--- src/sv/ecct_pkg.sv ---
`timescale 1ns / 1ps
`default_nettype none
// ----------------------------------------------------------------------------
// Equal circle common tangents: shared types and arithmetic helpers
// Item and result layouts, the record passed from the math pipeline to the
// result sequencer, and the fixed-point rounding and saturation helpers.
// ----------------------------------------------------------------------------
package ecct_pkg;

  // Unit vectors and the internal cosine and sine are Q30
  localparam int UnitShift = 30;
  localparam logic [63:0] RoundHalf = 64'd1 << (UnitShift - 1);
  localparam logic [30:0] UnitOne = 31'd1 << UnitShift;
  localparam logic [61:0] UnitOneSq = 62'd1 << (2 * UnitShift);

  // Depth of the queue between the math pipeline and the sequencer
  localparam int QDepth = 4;
  localparam int QPtrW = $clog2(QDepth);

  // Result steps of one run
  localparam logic [1:0] StepExt0 = 2'd0;
  localparam logic [1:0] StepExt1 = 2'd1;
  localparam logic [1:0] StepInt0 = 2'd2;
  localparam logic [1:0] StepInt1 = 2'd3;

  typedef struct packed {
    logic signed [31:0] first_center_x;
    logic signed [31:0] first_center_y;
    logic signed [31:0] second_center_x;
    logic signed [31:0] second_center_y;
    logic [30:0]        circle_radius;
  } in_item_t;

  typedef struct packed {
    logic signed [31:0] point_one_x;
    logic signed [31:0] point_one_y;
    logic signed [31:0] point_two_x;
    logic signed [31:0] point_two_y;
    logic               tangent_kind;
    logic               tangent_side;
    logic               last_of_run;
  } out_item_t;

  // Per-item sideband carried down the math pipeline
  typedef struct packed {
    logic signed [31:0] x1;
    logic signed [31:0] y1;
    logic signed [31:0] x2;
    logic signed [31:0] y2;
    logic [30:0]        r;
    logic               internal;
    logic               keep;
  } item_t;

  // Finished offsets of one item, ready for emission
  typedef struct packed {
    logic signed [31:0] x1;
    logic signed [31:0] y1;
    logic signed [31:0] x2;
    logic signed [31:0] y2;
    logic               internal;
    logic signed [33:0] ext_a;
    logic signed [33:0] ext_b;
    logic signed [33:0] oc0;
    logic signed [33:0] os0;
    logic signed [33:0] oc1;
    logic signed [33:0] os1;
  } rec_t;

  // Divide by 2^30, rounding halves away from zero
  function automatic logic signed [33:0] rnd30(input logic signed [63:0] v);
    logic [63:0] mag;
    logic [63:0] q;
    mag = v[63] ? 64'(-v) : 64'(v);
    q = (mag + RoundHalf) >> UnitShift;
    return v[63] ? -$signed(q[33:0]) : $signed(q[33:0]);
  endfunction

  // Clamp to the signed 32-bit coordinate range
  function automatic logic signed [31:0] sat32(input logic signed [35:0] v);
    if (v > $signed(36'h07FFFFFFF)) begin
      return 32'sh7FFFFFFF;
    end else if (v < $signed(36'hF80000000)) begin
      return 32'sh80000000;
    end else begin
      return v[31:0];
    end
  endfunction

endpackage
`default_nettype wire

--- src/sv/ecct_queue.sv ---
`timescale 1ns / 1ps
`default_nettype none
// ----------------------------------------------------------------------------
// Record queue
// Short first-in first-out buffer between the math pipeline and the sequencer.
// ----------------------------------------------------------------------------
module ecct_queue (
  input  wire logic           clk,
  input  wire logic           rst_n,
  input  wire logic           push,
  input  wire ecct_pkg::rec_t push_data,
  input  wire logic           pop,
  output logic                full,
  output logic                empty,
  output ecct_pkg::rec_t      head
);

  ecct_pkg::rec_t                mem_r [ecct_pkg::QDepth];
  logic [ecct_pkg::QPtrW-1:0]    wr_ptr_r, rd_ptr_r;
  logic [ecct_pkg::QPtrW:0]      cnt_r;

  assign full  = (cnt_r == (ecct_pkg::QPtrW + 1)'(ecct_pkg::QDepth));
  assign empty = (cnt_r == '0);
  assign head  = mem_r[rd_ptr_r];

  // Advance pointers and occupancy
  always_ff @(posedge clk) begin
    if (!rst_n) begin
      wr_ptr_r <= '0;
      rd_ptr_r <= '0;
      cnt_r    <= '0;
    end else begin
      if (push) begin
        wr_ptr_r <= wr_ptr_r + 1'b1;
      end
      if (pop) begin
        rd_ptr_r <= rd_ptr_r + 1'b1;
      end
      if (push && !pop) begin
        cnt_r <= cnt_r + 1'b1;
      end else if (pop && !push) begin
        cnt_r <= cnt_r - 1'b1;
      end
    end
  end

  always_ff @(posedge clk) begin
    if (push) begin
      mem_r[wr_ptr_r] <= push_data;
    end
  end

endmodule
`default_nettype wire

--- config.mk ---
export PLATFORM = sky130hd
export DESIGN_NAME = ecct_queue
export DESIGN_NICKNAME = d
export VERILOG_FILES = /design/src/sv/ecct_pkg.sv /design/src/sv/ecct_queue.sv
export SDC_FILE = /design/constraint.sdc
export NUM_CORES = 1
export LEC_CHECK = 0
export ABC_AREA = 1
export ABC_CLOCK_PERIOD_IN_PS = 14950
export BUFFER_PORTS_ARGS = -buffer_cell sky130_fd_sc_hd__buf_2
export CORE_AREA = 2 2 392 239
export CTS_CLUSTER_SIZE = 10
export DETAILED_ROUTE_END_ITERATION = 16
export DIE_AREA = 0 0 394 241
export PLACE_DENSITY = 0.76
export SYNTH_ARGS = -nofsm -noshare
export SYNTH_HDL_FRONTEND = slang
export SYNTH_SLANG_ARGS = --single-unit
--- constraint.sdc ---
create_clock -name clk -period 14.95 [get_ports clk]
set_clock_uncertainty 0.2 [all_clocks]
set_input_delay 2.2425 -clock clk [delete_from_list [all_inputs] [get_ports clk]]
set_output_delay 2.2425 -clock clk [all_outputs]
set_load 0.01 [all_outputs]
==> reports/metrics.csv <==
metric;value;unit
top-count cell post-synth;edfxtp_1;
R2R cell count;6;
TritonCTS Buffers;152;
Worst Hold Margin;0.251;ns
DRT antenna net count;0;
vias per cell;5.82;
die height;241;um
Seq/Total Area, Yosys;0.807;
Final Util;0.635;
Final period util;0.455;
Worst Max-Slew Pin Slew;1.18;ns
worst vdd ir;126;uV
Worst Setup End Kind;output pin;
DRT iter0 DRCs;3059;
Post-CTS Setup Repair Bufs;0;
initial antenna violation count;33;
Min-Delay Startpoint;rd_ptr_r[1]$_SDFFE_PN0P_;
Leakage;19.9;nW
Routed WL per cell;22.3;um
status;finished, final reports clean;
GR Overflow Total;0;
fin. max-slew vios;0;
hold path depth;1;
top layer in use;met5;
RePlAce Congestion;0.792;
Worst EP arrival;4.36;ns
CTS resizes;0;
IO Count;672;
Die Wd;394;um
Crit Path Category;reg2out;
Post-synth EDFFs;1332;
Max Cap Viol;0;
CP max stage delay;0.91;ns
FF-to-FF Start;wr_ptr_r[0]$_SDFFE_PN0P_;
GRT Util Overall;0.236;
flops & latches, synth;1341;
P&R area growth vs syn;16.2;%
die footprint;0.0950;mm2
Slew HR;0.212;
Min Clock Period, post-route;6.80;ns
final setup fails;0;
sequence of cells on the critical path;buf_4 -> buf_12 -> o21ai_0 -> o22ai_1 -> buf_2;
NetSw;1.94;mW
H-tree levels;4;
Skew-Pair Late Insertion Delay;0.77;ns
placement row count;86;
commonest cells in the netlist;1332 x edfxtp_1, 671 x nor2_1, 480 x o21ai_0;
family with the most delay on the worst path;buffers and inverters;
Yosys top cell area share;0.803;
WL final;116000;um
Async SR Flop Fraction;0;
Synth Net Count;3620;
Initial Utilization;0.546;
setup total negative slack;0;ns
Core Box Area;0.0911;mm2
# clock sinks;1341;
CTS tree;done;
clock power share;0.388;
IO Port Bufs;671;
M1 WL;45800;um
syn avg cell area;15.2;um2
Pre-antenna DRT Iters;7;
Internal Power;6.37;mW
Pwr Density;144;mW/mm2
vias in the first global route;28900;
Max Fclk;147;MHz
Tightest Hold Check Type;reg2reg;
Reg clk slew, reported paths;0.05;ns
critical path launch point type;register;
critical path peak fanout;241;
first-pass GRT wire length;173000;um
Routed met2 length;56400;um
final layout net count;4254;
CTS root buf;clkbuf_16;
share of cells above drive strength 1;0.223;
via count;30300;
number of buffers inserted by hold repair at cts;0;
Flop pwr share;0.523;
Critical Path RT;12.51;ns
final hold vios;0;
largest net degree at the start of global routing;296;
dominant cell type by area after synthesis;edfxtp_1;
net switching share of the total power;0.234;
Top FF cell, synth;edfxtp_1;
worst flop-to-flop path endpoint;mem_r[2][225]$_DFFE_PP_;
YS warnings;0;
metal3 WL;10300;um
Buf/Inv on CP;3;
part of the power in combinational logic;0.089;
Mapped Area;0.0498;mm2
RSZ-0062 raised after global routing;false;
synth top area cells;edfxtp_1 80%, nor2_1 5.1%, o21ai_0 4.8%;
Syn Inst Count;3277;
Max Root-Sink Buffers;3;
number of library cell types mapped by synthesis;22;
setup slack, reg-to-reg;11.13;ns
drt drc;0;
crit path max-delay cell type;buf_4;
DP HPWL;65200;um
[flip-flops by register name, indices dropped and copies added, names as in the netlist, named ones only]
name / cells
rd_ptr_r: 2
wr_ptr_r: 2
cnt_r: 3
mem_r: 1332
[power groups by stage]
| stage | Clock (mW) | Combinational, mW | Sequential [mW] |
|---|---|---|---|
| final | 3.23 | 0.738 | 4.35 |
| after floorplan | 0 | 0.414 | 4.46 |
| after CTS | 3.27 | 0.738 | 4.35 |
| after detailed placement | 0 | 0.732 | 4.42 |
| after global placement | 0 | 0.718 | 4.42 |
| after global routing | 3.43 | 0.798 | 4.36 |
[layout make-up]
type                       count  area, um2
fill                        6289      33300
antenna                       29       72.6
sequential                  1341      40200
timing repair buffer         700       3640
clock inverter                15        292
tap                         1232       1540
inverter                      17        128
clock buffer                 164       3870
multi-input combinational   1699       8120
[how the worst max path moves through the flow]
stage             start                    end  slack, ns  depth (start not counted)
5_1_grt        register              head[185]       7.99                          5
4_1_cts        register              head[208]       8.23                          6
3_5_place_dp   register              head[208]       9.04                          6
6_report       register              head[208]       8.15                          5
2_1_floorplan      push  mem_r[0][0]$_DFFE_PP_       5.41                          2
3_3_place_gp   register              head[208]       9.03                          6
[through the flow]
step                cell area, um2  instances  worst slack (ns)  total power, mW
finish                       57900       5197              8.15             8.32
floorplan                    49800       3277              5.41             4.87
global route                 57800       5185              7.99             8.59
detailed placement           53600       4989              9.04             5.16
global placement             53600       4989              9.03             5.14
CTS                          57800       5168              8.23             8.36
[kinds of logic (layout without fill, tap and decap cells)]
logic type,count (synthesis),count (layout),synth area share
buf+inv,237,896,0.0299
compound gates,1009,1009,0.110
flops,1341,1341,0.807
fa+ha+maj,6,6,0.00166
other cells,0,29,0
simple gates,684,684,0.0517
[layout by cell type, fill, tap and decap left out]
cell,netlist,final
buf_2,74,671
buf_12,0,5
o21ai_0,480,480
clkbuf_1,72,11
edfxtp_1,1332,1332
nand2_1,9,9
clkinv_8,0,4
nor3_1,2,2
inv_1,15,11
dfxtp_4,0,2
inv_6,0,3
fa_1,1,1
a21oi_1,4,4
dfxtp_1,9,7
ha_1,5,5
o22ai_1,333,333
clkbuf_16,0,153
buf_4,16,24
inv_16,0,4
nor2_1,671,671
diode_2,0,29
inv_8,1,5
clkinv_16,0,5
nand4_1,1,1
o21ai_1,192,192
nand3_1,1,1
[layer usage]
layer  up-vias  GRT usage
met5         -          0
li1      13700          -
met3       231     0.0622
met1     14900      0.319
met2      1365      0.374
met4        22     0.0870
Note: power is estimated with default switching activity, not from simulation.
