`config.mk`:
```
export PLATFORM = sky130hd
export DESIGN_NAME = ecct_back
export DESIGN_NICKNAME = d
export VERILOG_FILES = /design/src/sv/ecct_pkg.sv /design/src/sv/ecct_back.sv
export SDC_FILE = /design/constraint.sdc
export NUM_CORES = 1
export LEC_CHECK = 0
export BUFFER_PORTS_ARGS = -buffer_cell sky130_fd_sc_hd__buf_2
export CAP_MARGIN = 20
export CORE_MARGIN = 2
export CORE_UTILIZATION = 50
export DETAILED_ROUTE_END_ITERATION = 10
export PLACE_DENSITY_LB_ADDON = 0.08
export SYNTH_ARGS = -nofsm -noshare
export SYNTH_HDL_FRONTEND = slang
export SYNTH_SLANG_ARGS = --single-unit
```
`constraint.sdc`:
```
create_clock -name clk -period 14.7 [get_ports clk]
set_input_delay 1.47 -clock clk [delete_from_list [all_inputs] [get_ports clk]]
set_output_delay 1.47 -clock clk [all_outputs]
set_load 0.02 [all_outputs]
```
`src/sv/ecct_pkg.sv`:
```
`timescale 1ns / 1ps
`default_nettype none
// ----------------------------------------------------------------------------
// Equal circle common tangents: shared types and arithmetic helpers
// Item and result layouts, the record passed from the math pipeline to the
// result sequencer, and the fixed-point rounding and saturation helpers.
// ----------------------------------------------------------------------------
package ecct_pkg;

  // Unit vectors and the internal cosine and sine are Q30
  localparam int UnitShift = 30;
  localparam logic [63:0] RoundHalf = 64'd1 << (UnitShift - 1);
  localparam logic [30:0] UnitOne = 31'd1 << UnitShift;
  localparam logic [61:0] UnitOneSq = 62'd1 << (2 * UnitShift);

  // Depth of the queue between the math pipeline and the sequencer
  localparam int QDepth = 4;
  localparam int QPtrW = $clog2(QDepth);

  // Result steps of one run
  localparam logic [1:0] StepExt0 = 2'd0;
  localparam logic [1:0] StepExt1 = 2'd1;
  localparam logic [1:0] StepInt0 = 2'd2;
  localparam logic [1:0] StepInt1 = 2'd3;

  typedef struct packed {
    logic signed [31:0] first_center_x;
    logic signed [31:0] first_center_y;
    logic signed [31:0] second_center_x;
    logic signed [31:0] second_center_y;
    logic [30:0]        circle_radius;
  } in_item_t;

  typedef struct packed {
    logic signed [31:0] point_one_x;
    logic signed [31:0] point_one_y;
    logic signed [31:0] point_two_x;
    logic signed [31:0] point_two_y;
    logic               tangent_kind;
    logic               tangent_side;
    logic               last_of_run;
  } out_item_t;

  // Per-item sideband carried down the math pipeline
  typedef struct packed {
    logic signed [31:0] x1;
    logic signed [31:0] y1;
    logic signed [31:0] x2;
    logic signed [31:0] y2;
    logic [30:0]        r;
    logic               internal;
    logic               keep;
  } item_t;

  // Finished offsets of one item, ready for emission
  typedef struct packed {
    logic signed [31:0] x1;
    logic signed [31:0] y1;
    logic signed [31:0] x2;
    logic signed [31:0] y2;
    logic               internal;
    logic signed [33:0] ext_a;
    logic signed [33:0] ext_b;
    logic signed [33:0] oc0;
    logic signed [33:0] os0;
    logic signed [33:0] oc1;
    logic signed [33:0] os1;
  } rec_t;

  // Divide by 2^30, rounding halves away from zero
  function automatic logic signed [33:0] rnd30(input logic signed [63:0] v);
    logic [63:0] mag;
    logic [63:0] q;
    mag = v[63] ? 64'(-v) : 64'(v);
    q = (mag + RoundHalf) >> UnitShift;
    return v[63] ? -$signed(q[33:0]) : $signed(q[33:0]);
  endfunction

  // Clamp to the signed 32-bit coordinate range
  function automatic logic signed [31:0] sat32(input logic signed [35:0] v);
    if (v > $signed(36'h07FFFFFFF)) begin
      return 32'sh7FFFFFFF;
    end else if (v < $signed(36'hF80000000)) begin
      return 32'sh80000000;
    end else begin
      return v[31:0];
    end
  endfunction

endpackage
`default_nettype wire

```
`src/sv/ecct_back.sv`:
```
`timescale 1ns / 1ps
`default_nettype none
// ----------------------------------------------------------------------------
// Result sequencer
// Steps through the two or four tangents of the head record, forms and
// saturates the points, and holds each result in the output register.
// ----------------------------------------------------------------------------
module ecct_back (
  input  wire logic           clk,
  input  wire logic           rst_n,
  input  wire ecct_pkg::rec_t head,
  input  wire logic           q_empty,
  output logic                q_pop,
  output logic                out_empty,
  input  wire logic           out_pop,
  output ecct_pkg::out_item_t out_data
);

  logic [1:0]          idx_r;
  logic                out_vld_r;
  ecct_pkg::out_item_t out_data_r;

  logic                load;
  logic                last;
  logic signed [34:0]  o1x, o1y, o2x, o2y;
  ecct_pkg::out_item_t res;

  assign load = !q_empty && (!out_vld_r || out_pop);
  assign last = head.internal ? (idx_r == ecct_pkg::StepInt1) : (idx_r == ecct_pkg::StepExt1);

  // Pick the offsets of the current tangent
  always_comb begin
    case (idx_r)
      ecct_pkg::StepExt0: begin
        o1x = 35'(head.ext_a);
        o1y = -35'(head.ext_b);
        o2x = 35'(head.ext_a);
        o2y = -35'(head.ext_b);
      end
      ecct_pkg::StepExt1: begin
        o1x = -35'(head.ext_a);
        o1y = 35'(head.ext_b);
        o2x = -35'(head.ext_a);
        o2y = 35'(head.ext_b);
      end
      ecct_pkg::StepInt0: begin
        o1x = 35'(head.oc0);
        o1y = 35'(head.os0);
        o2x = -35'(head.oc0);
        o2y = -35'(head.os0);
      end
      default: begin
        o1x = 35'(head.oc1);
        o1y = 35'(head.os1);
        o2x = -35'(head.oc1);
        o2y = -35'(head.os1);
      end
    endcase
    res.point_one_x  = ecct_pkg::sat32(36'(head.x1) + 36'(o1x));
    res.point_one_y  = ecct_pkg::sat32(36'(head.y1) + 36'(o1y));
    res.point_two_x  = ecct_pkg::sat32(36'(head.x2) + 36'(o2x));
    res.point_two_y  = ecct_pkg::sat32(36'(head.y2) + 36'(o2y));
    res.tangent_kind = idx_r[1];
    res.tangent_side = idx_r[0];
    res.last_of_run  = last;
  end

  // Step through the run, drop the record after its last tangent
  always_ff @(posedge clk) begin
    if (!rst_n) begin
      idx_r     <= ecct_pkg::StepExt0;
      out_vld_r <= 1'b0;
    end else begin
      if (load) begin
        out_vld_r <= 1'b1;
        idx_r     <= last ? ecct_pkg::StepExt0 : idx_r + 1'b1;
      end else if (out_pop) begin
        out_vld_r <= 1'b0;
      end
    end
  end

  always_ff @(posedge clk) begin
    if (load) begin
      out_data_r <= res;
    end
  end

  assign q_pop     = load && last;
  assign out_empty = !out_vld_r;
  assign out_data  = out_data_r;

endmodule
`default_nettype wire

```
==> results.toml <==
[logic_synthesis]
synth_compound_area_share_pct = 31.2
synth_area_mm2 = 0.0191
yosys-top-cells-area = "edfxtp_1 21%, ha_1 10%, xnor2_1 6.2%"
yosys.area_share.simple_pct = 21.4
synth.avg_cell_area_um2 = 7.85
ys_types = 85
synth_seq_cells = 134
synthFlopType = "edfxtp_1"
yosys.area.top_type = "edfxtp_1"
async_flop_share_pct = 0
synth-edff-count = 131
synth_seq_area_share_pct = 21.0
yosysWarnings = 0
post-synth-top-count-cell = "nand2_1"
yosys.area.top_type_share_pct = 20.6
synth_top_family_by_area = "compound AO/OA/AOI/OAI gates"
synthCells = 2429
synthAdderAreaFrac_pct = 10.5
muxShareOfSynthArea_pct = 0.269
ys_top_cells_by_count = "271 x nand2_1, 214 x a21oi_1, 153 x ha_1, 151 x nor2_1, 146 x a21o_1"
synth-xor-area-share_pct = 11.9
syn-num-nets = 2923

[place]
place_inst = 3298
dp_slack_ns = 7.28
gp_congestion = 1.04
dpl.hpwl_um = 61700
placed_area_mm2 = 0.0218
port_buffers = 469

[power]
ir_worst_vdd_uv = 95.5
p_leak_nw = 9.18
power.density_mw_per_mm2 = 112
power_mw = 2.52

[final_layout]
area_growth_pct = 18.1
ff_latch_area_mm2 = 0.00399
fin_util_pct = 59.9
multi_input_area_mm2 = 0.0144
layoutNonFillerInstCount = 3377
final_cell_area_mm2 = 0.0225
fill_cells = 3570
drive_above_1_share_pct = 20.2
fin_nets = 3300

[setup_path]
critPathLaunch = "head[172]"
critPathLaunchType = "primary input"
crit_slowest_cell = "nor4_1"
cp.required_ns = 14.91
cp_top_family = "simple AND/OR/NAND/NOR gates"
critical-path-top-cell-by-count = "nor4_1"
worstPathArrival_ns = 7.26
critPathBufInv = 2
crit_path_cell_trace = "buf_2, nor4_1, and4_1, and2_1, nand2_1, or4_1, nor4_1, o22ai_1, o31a_1, ha_1, nand3_1, nor2_1, nand2_1, nor4_1, and3_1, nor4_1, nor3_1, a41oi_2, buf_4, a31o_2"
slowest_delay_ns = 0.64
crit_type = "primary input to register"
timing.rr.start = "idx_r[1]"
end_kind = "register"
cp_max_fo = 31

[sta]
slew_headroom_pct = 29.7
hold_viol = 0
hold_ws_ns = 0.560
final.period_utilization_pct = 47.9
rsz0062_at_grt = "no"
setup_viol = 0
finalWorstSetupSlack_ns = 7.65
finClkSkew_ns = 0.0150
drv_slew = 0
fmax_ghz = 0.142
min_period_ns = 7.05
tightest_slew_ns = 1.05
setup_tns_ns = 0

[floorplanning]
boundaryPins = 470
initial_utilization_pct = 50.7
die_area_mm2 = 0.0397
die_h_um = 199
core_area_mm2 = 0.0376
num_rows = 71
die_w_um = 199

[min_path]
hold_start = "out_vld_r"
holdCritPathClass = "register to register"

[clock_network]
clkSinkCount = 134
postCtsSetupBuffers = 0
cts_tree = "yes"
clk_latency_ns = 0.47
cts_buffer_depth = 2
cts_hold_buf = 0
h-tree-depth = 4
root_buffer = "clkbuf_16"
path_clk_slew_ns = 0.06
cts_resized = 0
numCtsBuffers = 17

[routing]
vias_per_cell = 6.22
drc = 0
vias = 21000
wl_per_cell_um = 22.4
routed_wl_um = 75700
drt_iter0_drc = 1410
dr.pass1.iters = 5
antenna_left = 0

[status]
status = "finished, final reports clean"

[global_route]
grt_overflow = 0
grt_pass1_wl_um = 112000
antenna_found_initial = 59
grt_max_degree = 96
first_global_vias = 20000
track_usage_pct = 37.2

[job]
cap_violations = 0
worst paths after layout:
check / to / slack, ns / cells after the start
max: out_data[101] / 7.65 / 20
min reg2reg: out_vld_r / 0.56 / 2
max reg2reg: out_data[5] / 8.46 / 16
min: out_vld_r / 0.56 / 2
sequential cells by signal, summed over array words and instances (netlist names):
signal     count
out_data     131
idx_r          2
out_vld_r      1
final cells by class:
class / instances / area share (%)
clock inverter: 13 / 0.911
multi-input combinational: 2110 / 64.2
clock buffer: 18 / 1.91
sequential: 134 / 17.7
timing repair buffer: 483 / 10.9
inverter: 60 / 1.01
antenna: 48 / 0.533
tap: 511 / 2.84
logic make-up after synthesis:
logic type | count (synthesis)
compound gates | 869
xor+xnor | 260
fa+ha+maj | 157
buf+inv | 185
flops | 134
mux | 5
simple gates | 819
cells in the final DEF, fill, tap and decap left out, types with 33 or more instances in the layout:
master	instances
ha_1	149
nand3_1	44
nor2_1	151
a21o_1	146
xnor2_1	134
buf_2	469
diode_2	48
or3_1	33
nor3_1	76
xor2_1	126
edfxtp_1	131
nand2b_1	40
inv_1	58
a22oi_1	56
a221oi_1	38
o21ai_0	132
nand2_1	271
a2bb2oi_1	59
a21oi_1	214
nor4_1	42
worst reg2reg max path: cells and delay by family (launching register included):
kind | cells | cell delay [ns]
flip-flops | 1 | 0.48
adder cells (fa/ha/maj) | 2 | 0.70
buffers and inverters | 3 | 1.61
AND/OR/NAND/NOR | 1 | 0.10
AO/OA/AOI/OAI | 9 | 2.65
XOR/XNOR | 1 | 0.45
power breakdown:
group / internal, mW / switching (mW) / total [mW]
Sequential: 0.552 / 0.0219 / 0.574
Clock: 0.299 / 0.184 / 0.483
Combinational: 0.550 / 0.914 / 1.46
Total: 1.40 / 1.12 / 2.52
layer usage:
layer  global-route usage, %  routed length (um)  part of all wire, %
met4                    22.9                4300                  5.7
met3                    11.7                7130                  9.4
met2                    62.7               36000                   48
met5                       0                 143                 0.19
met1                    40.8               28200                   37
Power figures use the tool's default switching activity.
